**src/hdl/ets_pkg.sv**
```systemverilog
// Package for the epoch seconds to UTC date converter: widths, constants, month table.
package ets_pkg;

  localparam int SECONDS_WIDTH = 36;
  // Non-negative magnitude bits of the input
  localparam int MAG_W   = SECONDS_WIDTH - 1;
  // 86400 > 2^16, so the day count needs at most MAG_W-16 bits
  localparam int DAYS_W  = MAG_W - 16;
  // Operand width of the shared compare/subtract unit: remaining seconds
  localparam int UW      = MAG_W;
  // Years since 1900: days/365 plus the 1970 offset
  localparam int YEAR_W  = (DAYS_W - 7 > 11) ? DAYS_W - 7 : 11;

  localparam logic [UW-1:0]     SECS_MIN   = UW'(60);
  localparam logic [UW-1:0]     SECS_HOUR  = UW'(3600);
  localparam logic [UW-1:0]     SECS_DAY   = UW'(86400);
  localparam logic [UW-1:0]     SECS_YEAR  = UW'(365 * 86400);
  localparam logic [UW-1:0]     SECS_LEAP  = UW'(366 * 86400);
  localparam logic [2:0]        EPOCH_WDAY = 3'd4;   // 1970-01-01 was a Thursday
  localparam logic [3:0]        MON_DEC    = 4'd11;

  // 1970 relative to 1900 and its residues for the leap rule
  localparam logic [YEAR_W-1:0] EPOCH_YEAR = YEAR_W'(70);
  localparam logic [1:0]        EPOCH_M4   = 2'd2;
  localparam logic [6:0]        EPOCH_M100 = 7'd70;
  localparam logic [8:0]        EPOCH_M400 = 9'd370;
  localparam logic [6:0]        M100_LAST  = 7'd99;
  localparam logic [8:0]        M400_LAST  = 9'd399;

  typedef struct packed {
    logic          ge;
    logic [UW-1:0] diff;
  } cs_res_t;

  function automatic logic [4:0] month_len(input logic [3:0] mon, input logic leap);
    logic [4:0] len;
    case (mon)
      4'd0:    len = 5'd31;
      4'd1:    len = leap ? 5'd29 : 5'd28;
      4'd2:    len = 5'd31;
      4'd3:    len = 5'd30;
      4'd4:    len = 5'd31;
      4'd5:    len = 5'd30;
      4'd6:    len = 5'd31;
      4'd7:    len = 5'd31;
      4'd8:    len = 5'd30;
      4'd9:    len = 5'd31;
      4'd10:   len = 5'd30;
      4'd11:   len = 5'd31;
      default: len = 5'd31;
    endcase
    return len;
  endfunction

  function automatic logic [UW-1:0] month_secs(input logic [4:0] len);
    logic [UW-1:0] secs;
    case (len)
      5'd28:   secs = UW'(28 * 86400);
      5'd29:   secs = UW'(29 * 86400);
      5'd30:   secs = UW'(30 * 86400);
      default: secs = UW'(31 * 86400);
    endcase
    return secs;
  endfunction

  // Weekday advanced by step days, step below 7
  function automatic logic [2:0] wday_add(input logic [2:0] w, input logic [2:0] step);
    logic [3:0] sum;
    sum = {1'b0, w} + {1'b0, step};
    return (sum >= 4'd7) ? 3'(sum - 4'd7) : sum[2:0];
  endfunction

endpackage

```
**src/hdl/ets_cmp_sub.sv**
```systemverilog
// Shared compare-and-subtract unit used by every step of the converter.
module ets_cmp_sub
  import ets_pkg::*;
(
  input  logic [UW-1:0] a_i,
  input  logic [UW-1:0] b_i,
  output cs_res_t       res_o
);

  logic [UW:0] diff;

  assign diff       = {1'b0, a_i} - {1'b0, b_i};
  assign res_o.ge   = ~diff[UW];
  assign res_o.diff = diff[UW-1:0];

endmodule

```
**src/hdl/epoch_seconds_to_utc_date.sv**
```systemverilog
// Top level: epoch seconds to UTC calendar date, sequenced over one compare/subtract unit.
//
// Converts a signed count of seconds since 1970-01-01 UTC into the broken-down UTC
// date and time. One item is worked at a time; in_stall_o stays high from acceptance
// until the result is loaded into the output register, which can still be waiting on
// out_stall_i while the next item runs. The count is taken apart by the single
// compare/subtract unit, one step per cycle: whole years of seconds (365 or 366 days)
// until less than a year is left, then months, days, hours and minutes the same way;
// what remains is the second. Weekday and day of year are counted alongside. Each
// stage takes off one unit per step and moves on at the first step that finds less
// than a unit left (months also at December); the result is then loaded into the
// result register once the output register is free or being read. The next item is
// taken after the load has returned the sequencer to idle. A negative item skips the
// arithmetic and goes straight to the load; its result, valid_res_o = 0 with all
// fields zero, is loaded as soon as the output register is free or being read.
module epoch_seconds_to_utc_date
  import ets_pkg::*;
(
  input  logic                            clk_i,
  input  logic                            rst_ni,
  input  logic                            in_valid_i,
  output logic                            in_stall_o,
  input  logic signed [SECONDS_WIDTH-1:0] epoch_seconds_i,
  output logic                            out_valid_o,
  input  logic                            out_stall_i,
  output logic                            valid_res_o,
  output logic [5:0]                      second_of_minute_o,
  output logic [5:0]                      minute_of_hour_o,
  output logic [4:0]                      hour_of_day_o,
  output logic [2:0]                      day_of_week_o,
  output logic [8:0]                      day_of_year_o,
  output logic [3:0]                      month_index_o,
  output logic [4:0]                      day_of_month_o,
  output logic [10:0]                     years_since_1900_o
);

  localparam logic [2:0] S_IDLE = 3'd0;
  localparam logic [2:0] S_YEAR = 3'd1;
  localparam logic [2:0] S_MON  = 3'd2;
  localparam logic [2:0] S_DAY  = 3'd3;
  localparam logic [2:0] S_HOUR = 3'd4;
  localparam logic [2:0] S_MIN  = 3'd5;
  localparam logic [2:0] S_DONE = 3'd6;

  logic [2:0]        state_q, state_d;
  logic              neg_q, neg_d;
  logic [UW-1:0]     rem_q, rem_d;
  logic [5:0]        min_q, min_d;
  logic [4:0]        hour_q, hour_d;
  logic [4:0]        mday_q, mday_d;
  logic [2:0]        wday_q, wday_d;
  logic [8:0]        yday_q, yday_d;
  logic [3:0]        mon_q, mon_d;
  logic [YEAR_W-1:0] year_q, year_d;
  logic [1:0]        m4_q, m4_d;
  logic [6:0]        m100_q, m100_d;
  logic [8:0]        m400_q, m400_d;

  logic              out_valid_q, out_valid_d;
  logic              res_ok_q;
  logic [5:0]        res_sec_q;
  logic [5:0]        res_min_q;
  logic [4:0]        res_hour_q;
  logic [2:0]        res_wday_q;
  logic [8:0]        res_yday_q;
  logic [3:0]        res_mon_q;
  logic [4:0]        res_mday_q;
  logic [10:0]       res_year_q;

  logic              in_acc;
  logic              out_load;
  logic              leap;
  logic [4:0]        mlen;
  logic [UW-1:0]     op_b;
  cs_res_t           cs;

  assign in_stall_o = (state_q != S_IDLE);
  assign in_acc     = in_valid_i && !in_stall_o;
  assign out_load   = (state_q == S_DONE) && (!out_valid_q || !out_stall_i);

  assign leap = (m4_q == 2'd0) && ((m100_q != 7'd0) || (m400_q == 9'd0));
  assign mlen = month_len(mon_q, leap);

  always_comb begin
    case (state_q)
      S_YEAR:  op_b = leap ? SECS_LEAP : SECS_YEAR;
      S_MON:   op_b = month_secs(mlen);
      S_DAY:   op_b = SECS_DAY;
      S_HOUR:  op_b = SECS_HOUR;
      S_MIN:   op_b = SECS_MIN;
      default: op_b = SECS_MIN;
    endcase
  end

  ets_cmp_sub u_cmp_sub (
    .a_i   (rem_q),
    .b_i   (op_b),
    .res_o (cs)
  );

  always_comb begin
    state_d = state_q;
    neg_d   = neg_q;
    rem_d   = rem_q;
    min_d   = min_q;
    hour_d  = hour_q;
    mday_d  = mday_q;
    wday_d  = wday_q;
    yday_d  = yday_q;
    mon_d   = mon_q;
    year_d  = year_q;
    m4_d    = m4_q;
    m100_d  = m100_q;
    m400_d  = m400_q;

    case (state_q)
      S_IDLE: begin
        if (in_acc) begin
          neg_d   = epoch_seconds_i[SECONDS_WIDTH-1];
          rem_d   = epoch_seconds_i[MAG_W-1:0];
          min_d   = '0;
          hour_d  = '0;
          mday_d  = '0;
          wday_d  = EPOCH_WDAY;
          yday_d  = '0;
          mon_d   = '0;
          year_d  = EPOCH_YEAR;
          m4_d    = EPOCH_M4;
          m100_d  = EPOCH_M100;
          m400_d  = EPOCH_M400;
          state_d = epoch_seconds_i[SECONDS_WIDTH-1] ? S_DONE : S_YEAR;
        end
      end
      S_YEAR: begin
        if (cs.ge) begin
          rem_d  = cs.diff;
          year_d = year_q + YEAR_W'(1);
          m4_d   = m4_q + 2'd1;
          m100_d = (m100_q == M100_LAST) ? 7'd0 : m100_q + 7'd1;
          m400_d = (m400_q == M400_LAST) ? 9'd0 : m400_q + 9'd1;
          // 365 and 366 days move the weekday by one and two
          wday_d = wday_add(wday_q, leap ? 3'd2 : 3'd1);
        end else begin
          state_d = S_MON;
        end
      end
      S_MON: begin
        if (cs.ge && (mon_q != MON_DEC)) begin
          rem_d  = cs.diff;
          mon_d  = mon_q + 4'd1;
          yday_d = yday_q + {4'd0, mlen};
          // month length mod 7 is its length minus 28
          wday_d = wday_add(wday_q, 3'(mlen - 5'd28));
        end else begin
          state_d = S_DAY;
        end
      end
      S_DAY: begin
        if (cs.ge) begin
          rem_d  = cs.diff;
          mday_d = mday_q + 5'd1;
          yday_d = yday_q + 9'd1;
          wday_d = wday_add(wday_q, 3'd1);
        end else begin
          state_d = S_HOUR;
        end
      end
      S_HOUR: begin
        if (cs.ge) begin
          rem_d  = cs.diff;
          hour_d = hour_q + 5'd1;
        end else begin
          state_d = S_MIN;
        end
      end
      S_MIN: begin
        if (cs.ge) begin
          rem_d = cs.diff;
          min_d = min_q + 6'd1;
        end else begin
          state_d = S_DONE;
        end
      end
      S_DONE: begin
        if (out_load) begin
          state_d = S_IDLE;
        end
      end
      default: state_d = S_IDLE;
    endcase
  end

  always_comb begin
    out_valid_d = out_valid_q;
    if (out_valid_q && !out_stall_i) begin
      out_valid_d = 1'b0;
    end
    if (out_load) begin
      out_valid_d = 1'b1;
    end
  end

  always_ff @(posedge clk_i or negedge rst_ni) begin
    if (!rst_ni) begin
      state_q     <= S_IDLE;
      out_valid_q <= 1'b0;
    end else begin
      state_q     <= state_d;
      out_valid_q <= out_valid_d;
    end
  end

  always_ff @(posedge clk_i) begin
    neg_q  <= neg_d;
    rem_q  <= rem_d;
    min_q  <= min_d;
    hour_q <= hour_d;
    mday_q <= mday_d;
    wday_q <= wday_d;
    yday_q <= yday_d;
    mon_q  <= mon_d;
    year_q <= year_d;
    m4_q   <= m4_d;
    m100_q <= m100_d;
    m400_q <= m400_d;
    if (out_load) begin
      res_ok_q   <= !neg_q;
      res_sec_q  <= neg_q ? 6'd0 : rem_q[5:0];
      res_min_q  <= neg_q ? 6'd0 : min_q;
      res_hour_q <= neg_q ? 5'd0 : hour_q;
      res_wday_q <= neg_q ? 3'd0 : wday_q;
      res_yday_q <= neg_q ? 9'd0 : yday_q;
      res_mon_q  <= neg_q ? 4'd0 : mon_q;
      res_mday_q <= neg_q ? 5'd0 : mday_q + 5'd1;
      res_year_q <= neg_q ? 11'd0 : year_q[10:0];
    end
  end

  assign out_valid_o        = out_valid_q;
  assign valid_res_o        = res_ok_q;
  assign second_of_minute_o = res_sec_q;
  assign minute_of_hour_o   = res_min_q;
  assign hour_of_day_o      = res_hour_q;
  assign day_of_week_o      = res_wday_q;
  assign day_of_year_o      = res_yday_q;
  assign month_index_o      = res_mon_q;
  assign day_of_month_o     = res_mday_q;
  assign years_since_1900_o = res_year_q;

  a_busy_after_accept: assert property (@(posedge clk_i) disable iff (!rst_ni)
    in_acc |=> in_stall_o)
    else $error("converter not busy after taking an item");

  a_month_rem_bound: assert property (@(posedge clk_i) disable iff (!rst_ni)
    (state_q == S_MON) |-> (rem_q < SECS_LEAP))
    else $error("seconds left exceed a year in month walk");

  a_min_rem_bound: assert property (@(posedge clk_i) disable iff (!rst_ni)
    (state_q == S_MIN) |-> (rem_q < SECS_HOUR))
    else $error("seconds left exceed an hour in minute walk");

  a_reject_zeroed: assert property (@(posedge clk_i) disable iff (!rst_ni)
    (out_valid_o && !valid_res_o) |->
      (years_since_1900_o == 11'd0 && day_of_month_o == 5'd0 && day_of_year_o == 9'd0))
    else $error("rejected item carries nonzero fields");

  a_date_sane: assert property (@(posedge clk_i) disable iff (!rst_ni)
    (out_valid_o && valid_res_o) |->
      (day_of_month_o != 5'd0 && month_index_o <= MON_DEC && hour_of_day_o < 5'd24))
    else $error("converted date out of range");

endmodule
```
**config.mk**
```make
export PLATFORM = sky130hd
export DESIGN_NAME = epoch_seconds_to_utc_date
export DESIGN_NICKNAME = d
export VERILOG_FILES = /design/src/hdl/ets_pkg.sv /design/src/hdl/ets_cmp_sub.sv /design/src/hdl/epoch_seconds_to_utc_date.sv
export SDC_FILE = /design/constraint.sdc
export NUM_CORES = 1
export LEC_CHECK = 0
export BUFFER_PORTS_ARGS = -buffer_cell sky130_fd_sc_hd__buf_2
export CORE_UTILIZATION = 55
export CTS_CLUSTER_DIAMETER = 40
export CTS_CLUSTER_SIZE = 20
export DETAILED_ROUTE_END_ITERATION = 10
export HOLD_SLACK_MARGIN = 0.06
export PLACE_DENSITY = 0.75
export SKIP_LAST_GASP = 1
export SYNTH_ARGS = -nofsm -noshare
export SYNTH_HDL_FRONTEND = slang
export SYNTH_HIERARCHICAL = 1
export SYNTH_SLANG_ARGS = --single-unit
```
**constraint.sdc**
```tcl
create_clock -name clk_i -period 10.4 [get_ports clk_i]
set_input_delay 2.08 -clock clk_i [delete_from_list [all_inputs] [get_ports clk_i]]
set_output_delay 2.08 -clock clk_i [all_outputs]
set_load 0.005 [all_outputs]
```
After elaboration in Yosys (flattened, before gate mapping)
Index checks and enable logic that the tools add are counted.
- bitwise operators: 1
- add/subtract/negate cells: 18
- reduce and logical (&&, ||, !) cells: 37
- eq/ne operators: 30
- magnitude comparators: 3
- muxes and demuxes: 58
- operators with widths (cell ; number):
    $mux 35 ; 3
    $pmux 35 s3 ; 1
    $pmux 25 s4 ; 1
    $pmux 20 s3 ; 1
    $mux 9 ; 6
    $mux 3 ; 15
    $sub 35x25->36 ; 1
    $pmux 9 s3 ; 1
    $mux 12 ; 2
    $pmux 12 s2 ; 1
    $mux 7 ; 3
    $pmux 3 s7 ; 1
    $pmux 5 s2 ; 2
    $add 9x1->9 const B ; 2
    $mux 18 ; 1
    $ne 2x2->1 const B ; 9
    $pmux 9 s2 ; 1
    $eq 5x5->1 const B ; 3
    $mux 5 ; 3
    $reduce_and 3->1 ; 5
    $pmux 7 s2 ; 1
    $add 12x1->12 const B ; 1
    $ge 4x3->1 const B ; 3
    $mux 6 ; 2
    other kinds (44) ; 78
- input port bits: 40
- bits in registers: 152

Depth between registers and ports, before layout
- depth in word-level cells: 13
- mapped depth: 23

Modules after synthesis
The synthesis kept the hierarchy.
- modules (own cells, without submodules) (module ; cells each ; area an instance (um^2) ; instances):
    epoch_seconds_to_utc_date ; 612 ; 7719.9 ; 1
    ets_cmp_sub ; 340 ; 2195.9 ; 1

Least setup slack after synthesis
OpenSTA, ideal clock, no wires.
- path type: reg2reg
- start: register m400_q[0]
- end: register m100_q[0] (enable)
- clock period less this slack: 6.323 ns
- path buffers: 1
- data arrival time: 5.872 ns
- library setup time: 0.451 ns
- stages on the path, launching flop included: 22
- slack: 4.077 ns
- path through: edfxtp_1 > inv_1 > ha_1 > and3_1 > o21a_2 > inv_2 > a2bb2oi_4 > inv_1 > ha_1 > a21oi_1 > nor2_1 > inv_1 > ha_1 > nand4_1 > a2111oi_1 > a2111oi_2 > o41ai_2 > a211oi_2 > o21ai_1 > clkbuf_1 > mux2i_1 > nor3_1
- cells in the longest elaborated chain, start to end: 11
- elaborated cells on any way between the ends: 14
- classes of those cells: add/sub: 1; eq/ne: 4; mux: 5; reduce/logical: 4
- ends and longest elaborated chain (what ; line ; text):
    start: declaration ; epoch_seconds_to_utc_date.sv:57 ; logic [8:0] m400_q, m400_d;
    start signal: assignment ; epoch_seconds_to_utc_date.sv:225 ; m400_q <= m400_d;
    $logic_not 9->1 (*) ; epoch_seconds_to_utc_date.sv:81 ; assign leap = (m4_q == 2'd0) && ((m100_q != 7'd0) || (m400_q == 9'd0));
    $logic_or 1x1->1 (*) ; epoch_seconds_to_utc_date.sv:81 ;
    $logic_and 1x1->1 (*) ; epoch_seconds_to_utc_date.sv:81 ;
    $mux 1 (*) ; ets_pkg.sv:39 ; 4'd1: len = leap ? 5'd29 : 5'd28;
    $pmux 2 s2 (*) ; ets_pkg.sv:37 ; case (mon)
    $eq 5x5->1 ; ets_pkg.sv:57 ; case (len)
    $pmux 20 s3 (*) ; ets_pkg.sv:57 ;
    $pmux 25 s4 (*) ; epoch_seconds_to_utc_date.sv:85 ; case (state_q)
    net op_b[8] ; epoch_seconds_to_utc_date.sv:74 ; logic [UW-1:0] op_b;
    $sub 35x25->36 (*) ; ets_cmp_sub.sv:12 ; assign diff = {1'b0, a_i} - {1'b0, b_i};
    $ne 2x2->1 (no source line) (*) ; -- ;
    $reduce_and 3->1 (no source line) (*) ; -- ;
    end signal: assignment ; epoch_seconds_to_utc_date.sv:224 ; m100_q <= m100_d;
    end: declaration ; epoch_seconds_to_utc_date.sv:56 ; logic [6:0] m100_q, m100_d;
The timed path passes the listed nets; every way through them passes the cells marked *.
A chain may end at the register's enable or synchronous reset.

==> metrics.txt <==
# TYPE chip_impl_metric gauge
chip_impl_info{name="outcome",value="finished clean"} 1
chip_impl_info{name="cp-end-kind",value="register"} 1
chip_impl_metric{name="crit_path_dat",unit="ps"} 6060
chip_impl_metric{name="power.static_leakage",unit="nW"} 4.405
chip_impl_metric{name="finalCritPeriodShare",unit=""} 0.5790
chip_impl_metric{name="critical_path_peak_fanout",unit=""} 29
chip_impl_info{name="startpoint_type",value="register"} 1
chip_impl_metric{name="fillers",unit=""} 1385
chip_impl_metric{name="grt_pass1_wl",unit="um"} 33300
chip_impl_metric{name="ys_seq_elements",unit=""} 151
chip_impl_metric{name="cts_resized",unit=""} 0
chip_impl_metric{name="drt_first_iter_violations",unit=""} 456
chip_impl_info{name="r2r-end",value="yday_q[4]"} 1
chip_impl_info{name="path_delay_family",value="compound AO/OA/AOI/OAI gates"} 1
chip_impl_metric{name="critPathRequiredTime",unit="ps"} 10440
chip_impl_metric{name="timing.final.setup_violations",unit=""} 0
chip_impl_metric{name="comb_power_share",unit=""} 0.581
chip_impl_metric{name="preCtsSetupSlack",unit="ps"} 4362
chip_impl_metric{name="core",unit="um2"} 17480
chip_impl_metric{name="clockPowerShare",unit=""} 0.151
chip_impl_metric{name="start_util",unit=""} 0.5674
chip_impl_metric{name="grtUsageTotal",unit=""} 0.2293
chip_impl_metric{name="clkSlewWorstSetupHoldPaths",unit="ps"} 60
chip_impl_metric{name="finalHoldViolations",unit=""} 0
chip_impl_metric{name="finalNetCount",unit=""} 1151
chip_impl_metric{name="drive_above_1_share",unit=""} 0.1773
chip_impl_metric{name="synthDominantCellAreaShare",unit=""} 0.4452
chip_impl_metric{name="vdd_ir_drop_max",unit="uV"} 287.9
chip_impl_info{name="ys_top_cells_by_area",value="edfxtp_1, ha_1, mux2_4"} 1
chip_impl_metric{name="fin_tns_setup",unit="ps"} 0
chip_impl_metric{name="cts_hold_buffers",unit=""} 0
chip_impl_metric{name="die_w",unit="um"} 136.3
chip_impl_info{name="timing.critical_path.mode_cell",value="nand2_1"} 1
chip_impl_metric{name="synthDistinctLibCells",unit=""} 73
chip_impl_metric{name="synth_edf_count",unit=""} 147
chip_impl_metric{name="drt.antenna.violating_nets",unit=""} 0
chip_impl_info{name="synthFlopType",value="edfxtp_1"} 1
chip_impl_metric{name="cts_buffer_depth",unit=""} 2
chip_impl_metric{name="post_drt_via_cell_ratio",unit=""} 5.660
chip_impl_metric{name="route.detailed.drc",unit=""} 0
chip_impl_info{name="critical_path.cell_chain",value="nand2b_1, or2_1, inv_2, nand2_1, nand3_1, inv_1, ha_1, nand2_1, a2111oi_1, a2111oi_2, o41ai_2, a211oi_2, o21ai_1, o211ai_1, a21oi_1"} 1
chip_impl_metric{name="pwr-share-seq",unit=""} 0.268
chip_impl_metric{name="relative_max_transition_margin",unit=""} 0.3764
chip_impl_metric{name="yosysWarningCount",unit=""} 6
chip_impl_metric{name="place.gp.congestion",unit=""} 0.9357
chip_impl_metric{name="grt_pass1_vias",unit=""} 6890
chip_impl_metric{name="worst-path-buf-inv",unit=""} 2
chip_impl_info{name="kind_of_critical_path",value="register to register"} 1
chip_impl_metric{name="synthesis.area_per_instance",unit="um2"} 10.42
chip_impl_metric{name="slowest_stage_delay_on_critical_path",unit="ps"} 910
chip_impl_info{name="synth_largest_area_cell",value="edfxtp_1"} 1
chip_impl_metric{name="synthArstFlopShare",unit=""} 0.02649
chip_impl_metric{name="h_tree_lvls",unit=""} 4
chip_impl_info{name="tritoncts",value="done"} 1
chip_impl_metric{name="net_switching_power",unit="mW"} 1.848
chip_impl_metric{name="achievable-frequency",unit="GHz"} 0.1661
chip_impl_metric{name="finalMaxSlewViolations",unit=""} 0
chip_impl_metric{name="power_report.internal_total",unit="mW"} 2.626
chip_impl_metric{name="cap_viol_max_count",unit=""} 0
chip_impl_info{name="crit_start",value="state_q[1]"} 1
chip_impl_metric{name="diodes",unit=""} 0
chip_impl_metric{name="postCtsSetupRepairBufs",unit=""} 0
chip_impl_metric{name="clk_latency",unit="ps"} 420
chip_impl_info{name="layout.cells.most_common",value="edfxtp_1"} 1
chip_impl_metric{name="holdPathStages",unit=""} 1
chip_impl_info{name="mostFrequentLayoutCells",value="edfxtp_1, nor2_1, buf_2"} 1
chip_impl_info{name="hold_class",value="register to register"} 1
chip_impl_metric{name="io_pins",unit=""} 92
chip_impl_metric{name="post_synth_instance_area",unit="um2"} 9916
chip_impl_metric{name="worst_slack",unit="ps"} 4379
chip_impl_metric{name="average_wire_per_cell_in_the_routed_design",unit="um"} 15.75
chip_impl_info{name="worst_hold_path.endpoint",value="m4_q[0]"} 1
chip_impl_metric{name="die_footprint",unit="um2"} 18570
chip_impl_metric{name="grt_overflow",unit=""} 0
chip_impl_metric{name="timing.reg2reg.worst_path_depth",unit=""} 15
chip_impl_metric{name="finalClockSkew",unit="ps"} 8.341
chip_impl_metric{name="power_per_cell_area",unit="nW/um2"} 399.9
chip_impl_metric{name="cts_inserted_buffers",unit=""} 17
chip_impl_metric{name="seq_area_frac_synth",unit=""} 0.4553
chip_impl_metric{name="vias",unit=""} 7245
chip_impl_metric{name="tightest_slew",unit="ps"} 929.1
chip_impl_metric{name="dp_hpwl",unit="um"} 14490
chip_impl_metric{name="port-buffer-count",unit=""} 91
chip_impl_metric{name="die_y",unit="um"} 136.3
chip_impl_metric{name="syn_to_final_growth",unit="%"} 12.85
chip_impl_metric{name="numClockSinks",unit=""} 151
chip_impl_info{name="min-delay-start",value="m4_q[0]"} 1
chip_impl_metric{name="drt_pre_antenna_iters",unit=""} 5
chip_impl_metric{name="core.rowCount",unit=""} 48
chip_impl_metric{name="net_sw_frac",unit=""} 0.4131
chip_impl_info{name="cpMaxStageDelayCell",value="dfrtp_1"} 1
chip_impl_metric{name="netlist_instances",unit=""} 952
chip_impl_info{name="clock-root-buffer",value="clkbuf_16"} 1
chip_impl_info{name="unrepaired_setup_endpoints_after_global_routing",value="false"} 1
chip_impl_metric{name="antenna_found_initial",unit=""} 0
chip_impl_metric{name="final.min_clock_period",unit="ps"} 6021
chip_impl_metric{name="setup_slack_of_the_most_critical_reg_to_reg_path",unit="ps"} 4380
chip_impl_info{name="timing.rr.start",value="state_q[1]"} 1
chip_impl_metric{name="finalWirelength",unit="um"} 20170
chip_impl_metric{name="grt_start_max_net_pins",unit=""} 51
[cell families after synthesis]
kind of cell,share of synthesized area
multiplexers,0.05830
AND/OR/NAND/NOR,0.1673
other,0.0003782
XOR/XNOR,0.05830
AO/OA/AOI/OAI,0.1230
flip-flops,0.4553
buffers and inverters,0.04732
adder cells (fa/ha/maj),0.09009
[per-layer routing]
metal	global-route usage	up-vias	share of wire
met5	0	-	0
met4	0.06790	0	0.015
met3	0.03579	24	0.044
met2	0.3903	215	0.49
met1	0.3001	3430	0.45
li1	-	3576	-
[worst max-delay path by stage]
stage                     end  cells past startpoint
global route        yday_q[4]                     15
finish              yday_q[4]                     15
floorplan           m100_q[0]                     21
global placement    yday_q[8]                     15
detailed placement  yday_q[5]                     15
CTS                 yday_q[4]                     15
[cell usage after synthesis (3+ instances only)]
cell      instances
edfxtp_1        147
nor2_1           98
nand2_1          74
ha_1             65
a21oi_1          62
inv_1            61
nor2b_1          47
o21ai_0          34
xnor2_1          34
xor2_1           32
mux2_4           30
nand3_1          30
clkbuf_1         19
nand4_1          16
a21o_1           15
and3_1           14
buf_2            12
nor3_1           12
nand2b_1         11
a31oi_1           9
o21ai_1           8
o21bai_1          7
o22ai_1           7
or3_1             7
mux2_2            6
mux2i_1           6
a211oi_1          5
nand3b_1          5
and2_1            4
dfrtp_1           4
fa_1              4
nor4_1            4
o211ai_1          4
buf_12            3
inv_2             3
o21a_1            3
[state kept, by name, summed over array words and instances, names as in the netlist]
| register | count |
|---|---|
| rem_q | 35 |
| year_q | 11 |
| years_since_1900_o | 11 |
| day_of_year_o | 9 |
| m400_q | 9 |
| yday_q | 9 |
| m100_q | 7 |
| min_q | 6 |
| minute_of_hour_o | 6 |
| second_of_minute_o | 6 |
| day_of_month_o | 5 |
| hour_of_day_o | 5 |
| hour_q | 5 |
| mday_q | 5 |
| mon_q | 4 |
| month_index_o | 4 |
| day_of_week_o | 3 |
| state_q | 3 |
| wday_q | 3 |
| m4_q | 2 |
| neg_q | 1 |
| out_valid_o | 1 |
| valid_res_o | 1 |
[through the flow]
stage	util	instance area, um2	hold slack, ps	std cells	power (mW)
floorplan	-	9965	515.6	965	3.282
global placement	0.6031	10540	546.0	1248	3.709
detailed placement	0.6031	10540	556.8	1248	3.759
CTS	0.6402	11190	565.9	1280	4.471
global route	0.6402	11190	600.4	1280	4.814
finish	0.6402	11190	560.5	1280	4.475
[final cells by class]
cell class              instances  area [um2]  share of cell area
multi-input cells             712        5011              0.4478
flip-flops and latches        151        4514              0.4034
repair buffers                 96       493.0             0.04406
clock buffers                  17       425.4             0.03802
well taps                     225       281.5             0.02516
inverters                      64       240.2             0.02147
clock inverters                15       224.0             0.02002
[power groups by stage]
| stage | sequential, mW | clock [mW] | combinational, mW |
|---|---|---|---|
| floorplan | 1.16 | 0 | 2.12 |
| global placement | 1.20 | 0 | 2.51 |
| detailed placement | 1.21 | 0 | 2.55 |
| CTS | 1.20 | 0.687 | 2.58 |
| global route | 1.23 | 0.710 | 2.88 |
| finish | 1.20 | 0.676 | 2.60 |
Note: power is estimated with default switching activity, not from simulation.
